<file path="src/rtl/core/mhff_pkg.sv">
// ============================================================================
// MIME header field finder - shared definitions
// Types, constants and byte helpers used by the front, back and top level.
// ============================================================================
package mhff_pkg;

   localparam int LINE_COPY_MAX  = 1024;
   localparam int COPY_CAP       = LINE_COPY_MAX - 1;
   localparam int LINE_LEN_W     = $clog2(LINE_COPY_MAX);
   localparam int MAX_NAME_BYTES = 8;
   localparam int PREFIX_BYTES   = 8;
   localparam int VALUE_LEN_MAX  = 1023;

   // Queue between the classifier and the line engine.
   localparam int FQ_DEPTH = 4;
   localparam int FQ_AW    = $clog2(FQ_DEPTH);
   localparam int FQ_CW    = $clog2(FQ_DEPTH + 1);

   // Result queue at the output.
   localparam int RQ_DEPTH = 2;
   localparam int RQ_AW    = $clog2(RQ_DEPTH);
   localparam int RQ_CW    = $clog2(RQ_DEPTH + 1);

   localparam logic [7:0] CHAR_CR    = 8'h0D;
   localparam logic [7:0] CHAR_LF    = 8'h0A;
   localparam logic [7:0] CHAR_SPACE = 8'h20;
   localparam logic [7:0] CHAR_TAB   = 8'h09;
   localparam logic [7:0] CHAR_VT    = 8'h0B;
   localparam logic [7:0] CHAR_FF    = 8'h0C;
   localparam logic [7:0] CHAR_COLON = 8'h3A;

   // Line terminator tracker codes.
   localparam logic [1:0] TT_IN_LINE     = 2'd0;
   localparam logic [1:0] TT_AFTER_LF    = 2'd1;
   localparam logic [1:0] TT_AFTER_LF_CR = 2'd2;

   typedef enum logic [1:0] {
      CSR_NAME_CHARS    = 2'd0,
      CSR_NAME_LENGTH   = 2'd1,
      CSR_PREFIX_CHARS  = 2'd2,
      CSR_PREFIX_LENGTH = 2'd3
   } csr_index_type;

   typedef enum logic [2:0] {
      PH_NAME       = 3'd0,
      PH_SKIP       = 3'd1,
      PH_PREFIX     = 3'd2,
      PH_PREFIX_END = 3'd3,
      PH_VALUE      = 3'd4,
      PH_IGNORE     = 3'd5
   } line_phase_type;

   typedef struct packed {
      logic [7:0] data_byte;
      logic       last_byte;
   } req_item_type;

   typedef struct packed {
      logic        found;
      logic [15:0] value_start;
      logic [9:0]  value_length;
   } rsp_item_type;

   typedef struct packed {
      logic [63:0] name_chars;
      logic [3:0]  name_length;
      logic [63:0] prefix_chars;
      logic [3:0]  prefix_length;
   } cfg_type;

   typedef struct packed {
      logic [7:0] folded;
      logic       is_line_end;
      logic       is_lf;
      logic       is_space;
      logic       is_colon;
      logic       is_letter;
      logic       last;
   } class_item_type;

   typedef struct packed {
      logic           valid;
      class_item_type item;
   } front_out_type;

   function automatic logic [7:0] fold_byte(input logic [7:0] c);
      return (c >= 8'h41 && c <= 8'h5A) ? c + 8'd32 : c;
   endfunction

endpackage

</file>
<file path="src/rtl/core/mime_header_field_finder.sv">
// ============================================================================
// MIME header field finder - top level
// Configuration registers and the front end / line engine pair.
// ============================================================================
// Takes one header byte per cycle while the input queue has room: a
// classifying front end feeds a four-request queue, and the line engine
// retires one request per cycle unless its two-entry result queue is full and not popped.
// Each accepted byte is held in the input queue, and the result that it
// causes is written into the result queue, whose head the rsp_ ports show.
// Each message gives exactly one result (found, or not-found on a
// blank line or the last byte). Configuration registers are written through
// the csr_ port, which is always ready, and should only change between
// messages.
module mime_header_field_finder (
   input  logic                   clock,
   input  logic                   reset,
   input  logic                   req_push,
   input  mhff_pkg::req_item_type req_data,
   output logic                   req_full,
   output logic                   rsp_empty,
   input  logic                   rsp_pop,
   output mhff_pkg::rsp_item_type rsp_data,
   input  logic                   csr_valid,
   output logic                   csr_ready,
   input  mhff_pkg::csr_index_type csr_index,
   input  logic [63:0]            csr_data
);
   import mhff_pkg::*;

   cfg_type       cfg_ff;
   front_out_type fq_out;
   logic          fq_take;

   assign csr_ready = 1'b1;

   always_ff @(posedge clock) begin
      if (reset) begin
         cfg_ff.name_chars    <= '0;
         cfg_ff.name_length   <= 4'd1;
         cfg_ff.prefix_chars  <= '0;
         cfg_ff.prefix_length <= '0;
      end else if (csr_valid && csr_ready) begin
         unique case (csr_index)
            CSR_NAME_CHARS:    cfg_ff.name_chars    <= csr_data;
            CSR_NAME_LENGTH:   cfg_ff.name_length   <= csr_data[3:0];
            CSR_PREFIX_CHARS:  cfg_ff.prefix_chars  <= csr_data;
            CSR_PREFIX_LENGTH: cfg_ff.prefix_length <= csr_data[3:0];
            default:           cfg_ff               <= cfg_ff;
         endcase
      end
   end

   mhff_front u_front (
      .clock    (clock),
      .reset    (reset),
      .req_push (req_push),
      .req_data (req_data),
      .req_full (req_full),
      .fq_out   (fq_out),
      .fq_take  (fq_take)
   );

   mhff_back u_back (
      .clock     (clock),
      .reset     (reset),
      .cfg       (cfg_ff),
      .fq_out    (fq_out),
      .fq_take   (fq_take),
      .rsp_empty (rsp_empty),
      .rsp_pop   (rsp_pop),
      .rsp_data  (rsp_data)
   );

endmodule

</file>
<file path="src/rtl/core/mhff_front.sv">
// ============================================================================
// MIME header field finder - front end
// Accepts message bytes, classifies them and holds them in a short queue
// for the line engine.
// ============================================================================
module mhff_front (
   input  logic                  clock,
   input  logic                  reset,
   input  logic                  req_push,
   input  mhff_pkg::req_item_type req_data,
   output logic                  req_full,
   output mhff_pkg::front_out_type fq_out,
   input  logic                  fq_take
);
   import mhff_pkg::*;

   class_item_type        slot_ff [FQ_DEPTH];
   logic [FQ_AW-1:0]      wr_ptr_ff, wr_ptr_in;
   logic [FQ_AW-1:0]      rd_ptr_ff, rd_ptr_in;
   logic [FQ_CW-1:0]      cnt_ff, cnt_in;
   class_item_type        cls;
   logic                  push_ok;
   logic                  pop_ok;
   logic [7:0]            c;

   always_comb begin
      c               = req_data.data_byte;
      cls.folded      = fold_byte(c);
      cls.is_line_end = (c == CHAR_CR) || (c == CHAR_LF);
      cls.is_lf       = (c == CHAR_LF);
      cls.is_space    = (c == CHAR_SPACE) || (c == CHAR_TAB) ||
                        (c == CHAR_VT) || (c == CHAR_FF);
      cls.is_colon    = (c == CHAR_COLON);
      cls.is_letter   = (c >= 8'h41 && c <= 8'h5A) || (c >= 8'h61 && c <= 8'h7A);
      cls.last        = req_data.last_byte;
   end

   assign req_full     = (cnt_ff == FQ_CW'(FQ_DEPTH));
   assign push_ok      = req_push && !req_full;
   assign pop_ok       = fq_take && (cnt_ff != '0);
   assign fq_out.valid = (cnt_ff != '0);
   assign fq_out.item  = slot_ff[rd_ptr_ff];

   always_comb begin
      wr_ptr_in = push_ok ? wr_ptr_ff + FQ_AW'(1) : wr_ptr_ff;
      rd_ptr_in = pop_ok ? rd_ptr_ff + FQ_AW'(1) : rd_ptr_ff;
      cnt_in    = cnt_ff + FQ_CW'(push_ok) - FQ_CW'(pop_ok);
   end

   always_ff @(posedge clock) begin
      if (reset) begin
         wr_ptr_ff <= '0;
         rd_ptr_ff <= '0;
         cnt_ff    <= '0;
      end else begin
         wr_ptr_ff <= wr_ptr_in;
         rd_ptr_ff <= rd_ptr_in;
         cnt_ff    <= cnt_in;
      end
   end

   always_ff @(posedge clock) begin
      if (push_ok) begin
         slot_ff[wr_ptr_ff] <= cls;
      end
   end

endmodule

</file>
<file path="src/rtl/core/mhff_back.sv">
// ============================================================================
// MIME header field finder - line engine
// Runs the per-line matching state machine on classified bytes and queues
// the single result of each message.
// ============================================================================
module mhff_back (
   input  logic                    clock,
   input  logic                    reset,
   input  mhff_pkg::cfg_type       cfg,
   input  mhff_pkg::front_out_type fq_out,
   output logic                    fq_take,
   output logic                    rsp_empty,
   input  logic                    rsp_pop,
   output mhff_pkg::rsp_item_type  rsp_data
);
   import mhff_pkg::*;

   typedef struct packed {
      logic        hit;
      logic [15:0] start;
      logic [9:0]  len;
   } finish_type;

   line_phase_type        phase_ff, phase_in;
   logic [3:0]            mi_ff, mi_in;
   logic [15:0]           bp_ff, bp_in;
   logic [LINE_LEN_W-1:0] ll_ff, ll_in;
   logic [15:0]           cs_ff, cs_in;
   logic [1:0]            tt_ff, tt_in;
   logic                  sd_ff, sd_in;

   rsp_item_type          rq_slot_ff [RQ_DEPTH];
   logic [RQ_AW-1:0]      rq_wr_ff, rq_rd_ff;
   logic [RQ_CW-1:0]      rq_cnt_ff;

   logic [3:0]            nlen;
   logic [3:0]            plen;
   logic                  emit_v;
   rsp_item_type          res;
   logic                  rq_pop_ok;

   function automatic logic in_copy(input line_phase_type p);
      return (p == PH_SKIP) || (p == PH_PREFIX) || (p == PH_PREFIX_END) ||
             (p == PH_VALUE);
   endfunction

   function automatic finish_type finish(input line_phase_type p, input logic [3:0] pl,
                                         input logic [15:0] cs, input logic [15:0] e);
      finish_type  f;
      logic [15:0] d;
      d       = e - cs;
      f.hit   = ((p == PH_SKIP) && (pl == 4'd0)) || (p == PH_PREFIX_END) ||
                (p == PH_VALUE);
      f.start = (p == PH_SKIP) ? e : cs;
      if (p == PH_SKIP) begin
         f.len = '0;
      end else if (d > 16'(VALUE_LEN_MAX)) begin
         f.len = 10'(VALUE_LEN_MAX);
      end else begin
         f.len = d[9:0];
      end
      return f;
   endfunction

   assign nlen = (cfg.name_length > 4'(MAX_NAME_BYTES)) ? 4'(MAX_NAME_BYTES)
                                                          : cfg.name_length;
   assign plen = (cfg.prefix_length > 4'(PREFIX_BYTES)) ? 4'(PREFIX_BYTES)
                                                          : cfg.prefix_length;

   assign rq_pop_ok = rsp_pop && (rq_cnt_ff != '0);
   assign fq_take   = fq_out.valid &&
                      ((rq_cnt_ff != RQ_CW'(RQ_DEPTH)) || rq_pop_ok);
   assign rsp_empty = (rq_cnt_ff == '0);
   assign rsp_data  = rq_slot_ff[rq_rd_ff];

   always_comb begin
      class_item_type it;
      finish_type     fin;
      logic [15:0]    pos;
      logic [15:0]    pos1;
      logic           blank;
      logic [7:0]     ref_c;

      it       = fq_out.item;
      phase_in = phase_ff;
      mi_in    = mi_ff;
      ll_in    = ll_ff;
      cs_in    = cs_ff;
      tt_in    = tt_ff;
      sd_in    = sd_ff;
      emit_v   = 1'b0;
      res      = '0;
      pos      = bp_ff;
      pos1     = bp_ff + 16'd1;
      blank    = 1'b0;
      fin      = '0;
      ref_c    = '0;

      if (!sd_ff) begin
         if (it.is_line_end) begin
            if (in_copy(phase_in)) begin
               fin = finish(phase_in, plen, cs_in, pos);
               if (fin.hit) begin
                  emit_v = 1'b1;
                  res    = '{found: 1'b1, value_start: fin.start, value_length: fin.len};
               end else begin
                  phase_in = PH_IGNORE;
               end
            end
            if (!emit_v) begin
               if (it.is_lf) begin
                  if (tt_in == TT_IN_LINE) begin
                     tt_in = TT_AFTER_LF;
                  end else begin
                     blank = 1'b1;
                  end
               end else begin
                  tt_in = (tt_in == TT_AFTER_LF) ? TT_AFTER_LF_CR : TT_IN_LINE;
               end
               if (blank) begin
                  emit_v = 1'b1;
                  res    = '0;
               end else begin
                  phase_in = PH_NAME;
                  mi_in    = '0;
                  ll_in    = '0;
               end
            end
         end else begin
            tt_in = TT_IN_LINE;
            unique case (phase_in)
               PH_NAME: begin
                  if (mi_in < nlen) begin
                     ref_c = fold_byte(cfg.name_chars[{mi_in[2:0], 3'b000} +: 8]);
                     if (it.folded == ref_c) begin
                        mi_in = mi_in + 4'd1;
                     end else begin
                        phase_in = PH_IGNORE;
                     end
                  end else if (it.is_colon || it.is_space) begin
                     phase_in = PH_SKIP;
                  end else begin
                     phase_in = PH_IGNORE;
                  end
               end
               PH_SKIP, PH_PREFIX: begin
                  if (phase_in == PH_SKIP && it.is_space) begin
                     phase_in = PH_SKIP;
                  end else if (phase_in == PH_SKIP && plen == 4'd0) begin
                     cs_in    = pos;
                     phase_in = PH_VALUE;
                  end else begin
                     if (phase_in == PH_SKIP) begin
                        cs_in = pos;
                        mi_in = '0;
                     end
                     ref_c = fold_byte(cfg.prefix_chars[{mi_in[2:0], 3'b000} +: 8]);
                     if (it.folded == ref_c) begin
                        mi_in    = mi_in + 4'd1;
                        phase_in = (mi_in >= plen) ? PH_PREFIX_END : PH_PREFIX;
                     end else begin
                        phase_in = PH_IGNORE;
                     end
                  end
               end
               PH_PREFIX_END: begin
                  phase_in = it.is_letter ? PH_IGNORE : PH_VALUE;
               end
               default: begin
                  phase_in = phase_in;
               end
            endcase
            if (ll_in < LINE_LEN_W'(COPY_CAP)) begin
               ll_in = ll_in + LINE_LEN_W'(1);
            end
            // The visible line copy is full: the line is finished here.
            if (in_copy(phase_in) && ll_in >= LINE_LEN_W'(COPY_CAP)) begin
               fin = finish(phase_in, plen, cs_in, pos1);
               if (fin.hit) begin
                  emit_v = 1'b1;
                  res    = '{found: 1'b1, value_start: fin.start, value_length: fin.len};
               end else begin
                  phase_in = PH_IGNORE;
               end
            end
         end
         // The end of the message counts as a line end.
         if (it.last && !emit_v) begin
            if (in_copy(phase_in)) begin
               fin = finish(phase_in, plen, cs_in, pos1);
               if (fin.hit) begin
                  emit_v = 1'b1;
                  res    = '{found: 1'b1, value_start: fin.start, value_length: fin.len};
               end
            end
            if (!emit_v) begin
               emit_v = 1'b1;
               res    = '0;
            end
         end
         if (emit_v) begin
            sd_in = 1'b1;
         end
      end

      bp_in = pos1;
      if (it.last) begin
         phase_in = PH_NAME;
         mi_in    = '0;
         bp_in    = '0;
         ll_in    = '0;
         cs_in    = '0;
         tt_in    = TT_AFTER_LF;
         sd_in    = 1'b0;
      end
   end

   always_ff @(posedge clock) begin
      if (reset) begin
         phase_ff <= PH_NAME;
         mi_ff    <= '0;
         bp_ff    <= '0;
         ll_ff    <= '0;
         cs_ff    <= '0;
         tt_ff    <= TT_AFTER_LF;
         sd_ff    <= 1'b0;
      end else if (fq_take) begin
         phase_ff <= phase_in;
         mi_ff    <= mi_in;
         bp_ff    <= bp_in;
         ll_ff    <= ll_in;
         cs_ff    <= cs_in;
         tt_ff    <= tt_in;
         sd_ff    <= sd_in;
      end
   end

   always_ff @(posedge clock) begin
      if (reset) begin
         rq_wr_ff  <= '0;
         rq_rd_ff  <= '0;
         rq_cnt_ff <= '0;
      end else begin
         if (fq_take && emit_v) begin
            rq_wr_ff <= rq_wr_ff + RQ_AW'(1);
         end
         if (rq_pop_ok) begin
            rq_rd_ff <= rq_rd_ff + RQ_AW'(1);
         end
         rq_cnt_ff <= rq_cnt_ff + RQ_CW'(fq_take && emit_v) - RQ_CW'(rq_pop_ok);
      end
   end

   always_ff @(posedge clock) begin
      if (fq_take && emit_v) begin
         rq_slot_ff[rq_wr_ff] <= res;
      end
   end

endmodule

</file>
<file path="config.mk">
export PLATFORM = sky130hd
export DESIGN_NAME = mime_header_field_finder
export DESIGN_NICKNAME = d
export VERILOG_FILES = /design/src/rtl/core/mhff_pkg.sv /design/src/rtl/core/mime_header_field_finder.sv /design/src/rtl/core/mhff_front.sv /design/src/rtl/core/mhff_back.sv
export SDC_FILE = /design/constraint.sdc
export NUM_CORES = 1
export LEC_CHECK = 0
export BUFFER_PORTS_ARGS = -buffer_cell sky130_fd_sc_hd__buf_2
export CORE_UTILIZATION = 55
export DETAILED_ROUTE_END_ITERATION = 8
export PLACE_DENSITY = 0.83
export SYNTH_ARGS = -nofsm -noshare
export SYNTH_HDL_FRONTEND = slang
export SYNTH_HIERARCHICAL = 1
export SYNTH_SLANG_ARGS = --single-unit
</file>
<file path="constraint.sdc">
create_clock -name clock -period 7.15 [get_ports clock]
set_input_delay 1.43 -clock clock [delete_from_list [all_inputs] [get_ports clock]]
set_output_delay 1.43 -clock clock [all_outputs]
set_load 0.02 [all_outputs]
</file>
=== Yosys cells after proc, flatten, opt, wreduce, memory -nomap -nowiden ===
Memory sizes are Yosys's and may differ from the RTL's. A register that Yosys moved wholly into a read port is not among the register bits.
Cells that the tools add are included.

* Register bits: 199
* Memory bits (writable): 110
* Input port bits: 80
* Output and inout bits: 30
* Logic and storage cells: 269
* Memories: 2

{| class="wikitable"
|+ Memory list
! name !! depth !! bits a word !! rd ports !! clocked after Yosys merged registers in !! write ports !! line !! RTL
|-
| u_front.slot_ff || 4 || 14 || 1 || 1 || 1 || mhff_front.sv:17 || <nowiki>class_item_type slot_ff [FQ_DEPTH];</nowiki>
|-
| u_back.rq_slot_ff || 2 || 27 || 1 || 1 || 1 || mhff_back.sv:32 || <nowiki>rsp_item_type rq_slot_ff [RQ_DEPTH];</nowiki>
|}

* Add/sub/neg operators: 18
* $lt $le $gt $ge: 17
* Equality and inequality tests: 35
* Shift-type cells: 2
* Mux-type cells: 122
* Reductions and logical operators: 56

{| class="wikitable"
|+ Operators by type and width
! cell !! number
|-
| 27-bit 2-to-1 mux || 12
|-
| 16-bit 2-to-1 mux || 13
|-
| 10-bit 2-to-1 mux || 14
|-
| 64-bit by 7-bit variable part select with 8-bit output || 2
|-
| 4-bit 2-to-1 mux || 18
|-
| 3-bit 2-to-1 mux || 18
|-
| 16-bit by 10-bit greater-than comparator with 1-bit output, second input constant || 3
|-
| 16-bit subtractor || 3
|-
| 8-bit by 4-bit == test with 1-bit output, second input constant || 5
|-
| 1-bit 2-to-1 mux || 33
|-
| 8-bit by 7-bit >= comparator with 1-bit output, second input constant || 4
|-
| 8-bit by 7-bit <= comparator with 1-bit output, second input constant || 4
|-
| 8-bit by 6-bit adder with 8-bit output, second input constant || 3
|-
| 8-bit 2-to-1 mux || 3
|-
| 1-bit logical OR || 22
|-
| 3-bit by 2-bit == test with 1-bit output, second input constant || 6
|-
| 2-bit 2-to-1 mux || 9
|-
| 16-bit by 1-bit adder with 16-bit output, second input constant || 1
|-
| 8-bit by 6-bit == test with 1-bit output, second input constant || 2
|-
| 8-bit == test || 2
|-
| 1-bit logical AND || 15
|-
| 3-bit == test, second input constant || 4
|-
| 4-bit by 2-bit inequality test with 1-bit output, second input constant || 3
|-
| 10-bit by 1-bit adder with 10-bit output, second input constant || 1
|-
| 32 further kinds || 50
|}

=== Depth between registers and ports, before layout ===
Gate-level depths: netlist (run 1).

* Word-level depth: 39
* Mapped depth: 28
* Mapped depth without buffers: 24

=== Hierarchy ===
Netlist (run 1), hierarchy kept.

{| class="wikitable"
|+ Modules (own cells, without submodules)
! module !! instances !! cells each !! area each (sq um) !! seq. area each (sq um)
|-
| mhff_back || 1 || 1,323 || 10,689.0 || 2,762.6
|-
| mime_header_field_finder || 1 || 517 || 5,606.6 || 2,722.6
|-
| mhff_front || 1 || 154 || 2,687.6 || 1,861.8
|}

=== Worst setup path before layout (run 1) ===
Ideal clock, no wire load.

* Path type: reg2reg
* Start point: register u_back.phase_ff[1]
* End point: memory u_back/rq_slot_ff[0][9] in the netlist's numbering (data pin)
* Setup time: 290 ps
* Arrival: 5,221 ps
* Data required time: 6,860 ps
* Path slack: 1,639 ps
* Cell stages (with the launch flop): 27
* Path buffers: 5
* Clock period less this slack: 5,511 ps
* Cell sequence: dfxtp_1 buf_2 nor3b_2 buf_2 buf_4 clkbuf_1 nand2_1 nand2_1 clkbuf_1 a21oi_1 o21ai_0 inv_1 fa_1 a21o_1 a21oi_1 o21ai_0 a21oi_1 o21ai_0 a21oi_1 nor2b_1 o21a_1 o41ai_1 mux2i_1 o2111a_1 nand4b_1 nor2_1 o22ai_1

{| class="wikitable"
|+ RTL lines
! element !! line !! RTL
|-
| start: declaration || mhff_back.sv:24 || <nowiki>line_phase_type phase_ff, phase_in;</nowiki>
|-
| start signal: assignment || mhff_back.sv:228 || <nowiki>phase_ff <= phase_in;</nowiki>
|-
| end: declaration || mhff_back.sv:32 ||
|}

==> summary.txt, run 1 <==
Power and ir drop
  – PD cells: 298.4 mW/mm^2
  – Sw power: 2.328 mW
  – Pint: 3.871 mW
  – Worst vdd ir: 0.2152 mV
  – Gate power share: 37.1%
  – Sequential share of power: 35.6%
  – P_leak: 8.204 nW
  – Power share of the clock group: 27.3%
  – Sw frac: 37.56%

GRT
  – Pin count of the biggest net entering global routing: 119
  – First-pass GRT wire length: 79.76 mm
  – Initial antenna violation count: 0
  – Grt ovf: 0
  – Vias in the first global route: 14960
  – Total track usage: 28.05%

Layout
  – Area Growth Syn to Fin: 9.438%
  – Fraction of layout instances using a drive strength above 1: 13.42%
  – Fin area: 0.02077 sq mm
  – Commonest non-fill, non-tap cell in the layout: nand2b_1
  – Layout Nets: 2197
  – Diodes inserted: 0
  – Most used cells in the layout excluding fill and tap cells: 210 x nand2b_1, 202 x mux2i_1, 201 x dfxtp_1
  – # fillers: 2696

Clocking
  – Clock slew at reported path FFs: 60 ps
  – CTS root buf: clkbuf_16
  – TritonCTS Sinks: 312
  – Clk_lat worst skew: 530 ps
  – CTS Hold Bufs: 0
  – H-tree levels: 2
  – CTS buffer count: 34
  – CTS tree: yes
  – # resized after CTS: 0
  – Postcts setup bufs: 0
  – Clock tree buffer depth: 3

Place
  – PortBufs: 108
  – Post-DP Area: 0.01972 sq mm
  – Detailed Place HPWL: 35.32 mm
  – Gpl congestion: 0.9682

Detailed routing
  – Vias post-DR: 15350
  – Iter 0 DRT Violations: 1553
  – Final WL: 49.72 mm
  – Number of remaining DRC errors: 0
  – WL/cell: 19.73 microns
  – DR vias/cell: 6.092
  – Drt pass-1 iters: 8
  – Routed Antenna Nets: 0

Floorplan
  – DIE WIDTH: 187.8 microns
  – Initial core utilization: 56.19%
  – Rows: 67
  – Core Area: 0.03378 sq mm
  – Num ports: 110
  – Die Ht: 187.8 microns
  – Die area: 0.03526 sq mm

STA
  – Clock skew: 34.47 ps
  – Crit path time final: 6243 ps
  – Worst slew margin: 19.95%
  – Count of final hold-check violations: 0
  – Tcrit/Tclk final: 87.32%
  – Slew @ Worst Pin: 1198 ps
  – TNS Setup: 0 ps
  – Final setup viols: 0
  – RSZ-0062 raised after global routing: false
  – Max-slew violations: 0
  – F_max: 160.2 MHz

Critical path
  – Critical path class: flip-flop to flip-flop
  – Arr. time, crit path: 6580 ps
  – Crit Path Max Fanout: 15
  – Startpoint Class: flip-flop
  – Crit path capture type: flip-flop
  – Worst endpoint required time: 7480 ps

Synthesis
  – Synthesis Warnings: 6
  – EDFF count, synth: 110
  – Syn_nets: 2145
  – Syn avg cell area: 9.520 sq um
  – Post-Synthesis Cell Area: 0.01898 sq mm
  – Share of the synthesized area in the top cell type: 21.30%
  – Async S/R FF share, synth: 0%
  – Mapped Cells: 1994
  – Area leader, netlist: dfxtp_1
  – Netlist cell types: 90
  – #FFs+latches synth: 312
  – Ranking of synthesized cells by area: dfxtp_1 21%, edfxtp_1 17%, mux2i_1 11%
  – Most used DFF post-synth: dfxtp_1
  – Sequential share of the synthesized area: 38.70%

Worst hold path
  – Tightest Hold Check Type: flip-flop to flip-flop

Outcome
  – Status: finished clean

Job
  – Max_cap viols: 0
-- power groups by stage --
stage / clock (mW) / sequential (mW) / combinational, mW
4_1_cts: 1.72 / 2.21 / 2.27
2_1_floorplan: 0 / 2.18 / 1.72
5_1_grt: 1.79 / 2.23 / 2.49
6_report: 1.70 / 2.21 / 2.30
3_3_place_gp: 0 / 2.22 / 2.20
3_5_place_dp: 0 / 2.24 / 2.25
-- layout make-up --
type / instances / area, sq um / share of cell area, %
clock inverters: 17 / 158.9 / 0.7649
multi-input cells: 1465 / 10700 / 51.52
inverters: 100 / 376.6 / 1.813
repair buffers: 133 / 734.5 / 3.535
clock buffers: 45 / 892.1 / 4.294
flip-flops and latches: 312 / 7348 / 35.37
well taps: 448 / 560.5 / 2.698
-- critical path, cell delays in order (launching register included) --
cell and delay (ps):
dfxtp_1 600, nor3b_4 660, nand2_1 150, nand2_1 230
nor2_1 80, a21oi_1 330, o21ai_0 240, inv_1 150
ha_1 230, nor2b_1 130, o21ai_0 190, a21boi_0 150
o21ai_0 220, a21boi_0 150, o21ai_0 270, a21boi_0 170
o21ai_0 470, a21oi_1 160, or4b_2 630, o2111a_1 160
nand4b_1 350, nor2_1 110, o22ai_1 240
-- metal layers --
| layer | up-vias | track usage [%] | share of wire [%] |
|---|---|---|---|
| met5 | - | 0 | 0 |
| met4 | 0 | 7.004 | 1.9 |
| li1 | 7239 | - | - |
| met2 | 637 | 45.47 | 46 |
| met3 | 70 | 5.016 | 8.6 |
| met1 | 7406 | 38.71 | 44 |
-- Yosys cell counts, types with 5 or more instances --
| master | number |
|---|---|
| nor2_1 | 156 |
| xnor2_1 | 38 |
| mux2_2 | 36 |
| or2_2 | 6 |
| and3_1 | 25 |
| a31oi_1 | 7 |
| and2_1 | 9 |
| nand3b_1 | 7 |
| o21ai_0 | 96 |
| a21o_1 | 14 |
| o31a_1 | 5 |
| nand2_1 | 112 |
| buf_2 | 24 |
| a22oi_1 | 37 |
| nand3_1 | 39 |
| xor2_1 | 30 |
| nand2b_1 | 210 |
| o22ai_1 | 23 |
| mux4_2 | 26 |
| inv_1 | 99 |
| ha_1 | 67 |
| o22ai_2 | 6 |
| nor3_1 | 19 |
| mux2i_1 | 202 |
| a21boi_0 | 11 |
| a211oi_1 | 17 |
| nor2b_1 | 20 |
| edfxtp_1 | 110 |
| buf_1 | 7 |
| nand4_1 | 7 |
| o31ai_1 | 7 |
| buf_6 | 12 |
| a21oi_1 | 106 |
| or3_1 | 8 |
| o211ai_1 | 10 |
| buf_4 | 6 |
| dfxtp_1 | 202 |
| o21ai_1 | 6 |
| clkbuf_1 | 68 |
-- state kept, by name, summed over array words and instances (netlist names), 2 cells and up, named ones only --
name	count
u_front/rd_ptr_ff	2
cfg_ff	136
u_back/ll_ff	10
u_front/slot_ff	56
u_back/phase_ff	3
u_back/mi_ff	4
u_back/rq_slot_ff	54
u_back/rq_cnt_ff	2
u_back/cs_ff	16
u_front/cnt_ff	3
u_back/tt_ff	2
u_front/wr_ptr_ff	2
u_back/bp_ff	16
-- through the flow --
stage | std cells | hold WS, ps | power [mW] | util [%] | setup slack (ps)
2_1_floorplan | 1994 | 444.4 | 3.900 | - | 1639
3_3_place_gp | 2458 | 454.8 | 4.421 | 58.38 | 1339
3_5_place_dp | 2458 | 465.1 | 4.487 | 58.38 | 1059
4_1_cts | 2520 | 477.7 | 6.196 | 61.49 | 1043
5_1_grt | 2520 | 492.3 | 6.501 | 61.49 | 377.0
6_report | 2520 | 473.3 | 6.200 | 61.49 | 906.6
-- logic make-up after synthesis --
group / share of synthesized area [%]
AND/OR/NAND/NOR: 17.99
multiplexers: 15.87
XOR/XNOR: 3.256
AO/OA/AOI/OAI: 14.27
other: 0.01975
buffers and inverters: 5.049
adder cells (fa/ha/maj): 4.838
flip-flops: 38.70
-- path summary, 6_finish.rpt --
path / startpoint / end / slack [ps] / cells past startpoint
worst max-delay path: u_back/phase_ff[0]$_SDFFE_PP0P_ / u_back/rq_slot_ff[0][3]$_DFFE_PP_ / 910 / 22
worst min-delay path: cfg_ff[56]$_SDFFE_PP0P_ / cfg_ff[56]$_SDFFE_PP0P_ / 470 / 2
worst max register to register: u_back/phase_ff[0]$_SDFFE_PP0P_ / u_back/rq_slot_ff[0][3]$_DFFE_PP_ / 910 / 22
worst min register to register: cfg_ff[56]$_SDFFE_PP0P_ / cfg_ff[56]$_SDFFE_PP0P_ / 470 / 2
Note: power is estimated with default switching activity, not from simulation.
==> inputs of run 2 (changes only) <==
Settings changed: ABC_AREA set to 1.
Clock period 7.15 ns to 7.1 ns, I/O delays scaled along.
==> summary.txt, run 2 <==
Outcome
  – Status: finished clean

Floorplan
  – DIE WIDTH: 191.8 microns (+2.2%)
  – Die area: 0.03680 sq mm (+4.4%)
  – Initial core utilization: 55.86% (-0.33 points)
  – Num ports: 110 (unchanged)
  – Die Ht: 191.8 microns (+2.2%)
  – Rows: 69 (+3.0%)
  – Core Area: 0.03548 sq mm (+5.0%)

STA
  – Clock skew: 25.78 ps (-8.692 ps)
  – Slew @ Worst Pin: 1231 ps (+33.04 ps)
  – Tcrit/Tclk final: 86.48% (-0.84 points)
  – Crit path time final: 6140 ps (-103.6 ps)
  – Worst slew margin: 17.71% (-2.2 points)
  – Max-slew violations: 0 (unchanged)
  – Final setup viols: 0 (unchanged)
  – TNS Setup: 0 ps (unchanged)
  – Count of final hold-check violations: 0 (unchanged)
  – RSZ-0062 raised after global routing: false
  – F_max: 162.9 MHz (+1.7%)

Layout
  – Layout Nets: 3091 (+41%)
  – Biggest regs: cfg_ff: 136 flops, u_front/slot_ff: 56 flops, u_back/rq_slot_ff: 54 flops
  – Biggest register: cfg_ff
  – Util after Layout: 60.27% (-1.2 points)
  – Most used cells in the layout excluding fill and tap cells: 751 x nand2_1, 436 x nor2_1, 360 x inv_1
  – Largest register FFs: 136 (unchanged)
  – Commonest non-fill, non-tap cell in the layout: nand2_1
  – # fillers: 3170 (+18%)
  – Area Growth Syn to Fin: 7.884%
  – Fraction of layout instances using a drive strength above 1: 8.606% (-4.8 points)

GRT
  – Initial antenna violation count: 1 (+1)
  – Vias in the first global route: 17820 (+19%)
  – Grt ovf: 0 (unchanged)
  – First-pass GRT wire length: 89.68 mm (+12%)
  – Total track usage: 30.43% (+2.4 points)
  – Pin count of the biggest net entering global routing: 104 (-13%)

Critical path
  – Startpoint Class: flip-flop
  – Crit path top cell by count: nand2_1
  – Worst Path Buf+Inv: 7 (+6)
  – R2r worst-path depth: 35 (+59%)
  – Crit path depth: 35 (+59%)
  – Crit path capture type: flip-flop
  – Slowest stage delay, CP: 580 ps (-80 ps)
  – CP delay by family, top: compound AO/OA/AOI/OAI gates
  – Arr. time, crit path: 6380 ps (-200 ps)
  – Crit-path slowest cell: o21ai_0
  – Crit Path Max Fanout: 29 (+14)
  – Worst endpoint required time: 7340 ps (-140 ps)
  – Critical path class: flip-flop to flip-flop

Detailed routing
  – Final WL: 55.73 mm (+12%)
  – DR vias/cell: 5.627 (-7.6%)
  – Drt pass-1 iters: 6 (-2)
  – Number of remaining DRC errors: 0 (unchanged)
  – Iter 0 DRT Violations: 2234 (+44%)
  – Vias post-DR: 19270 (+26%)
  – WL/cell: 16.27 microns (-18%)
  – Routed Antenna Nets: 0 (unchanged)

Synthesis
  – Synth top cells by count: 751 x nand2_1, 439 x nor2_1, 360 x inv_1, 217 x nand3_1, 202 x dfxtp_1
  – Post-synthesis mux area share: 1.591% (-14 points)
  – Area leader, netlist: dfxtp_1
  – Count leader, synth: nand2_1
  – Share of the synthesized area in the top cell type: 20.40% (-0.90 points)
  – Simple-gate portion of the synthesized area: 30.72% (+13 points)
  – Async S/R FF share, synth: 0% (unchanged)
  – Post-Synth XOR/XNOR Area: 2.519% (-0.74 points)
  – Sequential share of the synthesized area: 37.07% (-1.6 points)
  – Complex-gate fraction of the synthesized area: 12.12% (-2.2 points)
  – Synth Area in Adders: 4.633% (-0.20 points)
  – Synthesis Warnings: 6 (unchanged)
  – Largest family of logic cells by synthesized area: simple AND/OR/NAND/NOR gates
  – Syn_nets: 3061 (+43%)
  – #FFs+latches synth: 312 (unchanged)
  – Most used DFF post-synth: dfxtp_1
  – Post-Synthesis Cell Area: 0.01982 sq mm (+4.4%)
  – Mapped Cells: 2910 (+46%)
  – Ranking of synthesized cells by area: dfxtp_1 20%, edfxtp_1 17%, nand2_1 14%
  – Netlist cell types: 52 (-42%)
  – EDFF count, synth: 110 (unchanged)
  – Syn avg cell area: 6.812 sq um (-28%)

Power and ir drop
  – Worst vdd ir: 0.3079 mV (+43%)
  – PD cells: 417.8 mW/mm^2 (+40%)
  – P_leak: 10.11 nW (+23%)

Place
  – PortBufs: 108 (unchanged)
  – Detailed Place HPWL: 38.99 mm (+10%)
  – Gpl congestion: 0.9514 (-1.7%)

Clocking
  – TritonCTS Sinks: 312 (unchanged)
  – CTS buffer count: 35 (+2.9%)
  – Clk_lat worst skew: 540 ps (about the same)
  – Postcts setup bufs: 0 (unchanged)
  – CTS Hold Bufs: 0 (unchanged)
  – # resized after CTS: 0 (unchanged)
  – CTS tree: yes
  – H-tree levels: 2 (unchanged)
  – CTS root buf: clkbuf_16
  – Clock tree buffer depth: 3 (unchanged)
  – Clock slew at reported path FFs: 60 ps (about the same)

Worst hold path
  – Hold depth: 2 (unchanged)
  – Tightest Hold Check Type: flip-flop to flip-flop

Job
  – Max_cap viols: 0 (unchanged)
[run 2: worst reg2reg max path, delay by kind of cell, from the launching register on]
| kind | cells | cell delay, ps |
|---|---|---|
| fa+ha+maj | 1 | 220 |
| compound gates | 11 | 2180 |
| buf+inv | 7 | 1260 |
| simple gates | 16 | 1890 |
| flops | 1 | 310 |
[run 2: path summary, 6_finish.rpt]
kind	slack [ps]	from	endpoint
worst max register to register	960	flip-flop	u_back/rq_slot_ff[1][2]$_DFFE_PP_
worst min-delay path	470	u_front/rd_ptr_ff[1]$_SDFFE_PP0P_	u_front/rd_ptr_ff[1]$_SDFFE_PP0P_
worst min register to register	470	u_front/rd_ptr_ff[1]$_SDFFE_PP0P_	u_front/rd_ptr_ff[1]$_SDFFE_PP0P_
worst max-delay path	960	flip-flop	u_back/rq_slot_ff[1][2]$_DFFE_PP_
[run 2: area by class of cell]
class	instances	area [sq um]	share of cell area [%]
tap	461	576.8	2.697
multi-input combinational	2079	10260	48.00
sequential	312	7348	34.36
antenna	1	2.502	0.01170
clock buffer	51	965.9	4.517
clock inverter	9	72.57	0.3394
timing repair buffer	133	730.7	3.417
inverter	379	1424	6.658
[run 2: cell families after synthesis]
| family | Yosys count |
|---|---|
| other cells | 1 |
| mux | 28 |
| buf+inv | 519 |
| fa+ha+maj | 71 |
| flops | 312 |
| xor+xnor | 57 |
| compound gates | 435 |
| simple gates | 1487 |
[run 2: layer usage]
layer | GRT usage [%] | part of all wire [%]
met5 | 0 | 0
met4 | 14.44 | 4.3
met3 | 3.673 | 7.2
met2 | 49.90 | 47
met1 | 39.77 | 42
[run 2: where the power goes]
part	internal [mW]	leakage, nW	total [mW]	switching (mW)
Sequential	2.25	2.68	2.39	0.136
Clock	0.948	0.495	1.69	0.742
Combinational	1.46	6.94	4.85	3.39
[run 2: stage by stage]
stage	area (sq um)	instances	hold WS (ps)	total power [mW]	setup slack, ps
after global routing	21380	3425	488.3	9.625	352.1
after detailed placement	20340	3364	454.4	7.126	1237
final	21380	3425	469.7	8.935	960.1
after floorplan	19820	2910	425.6	5.984	2246
after CTS	21380	3424	469.8	8.852	1189
after global placement	20340	3364	437.6	6.991	1313
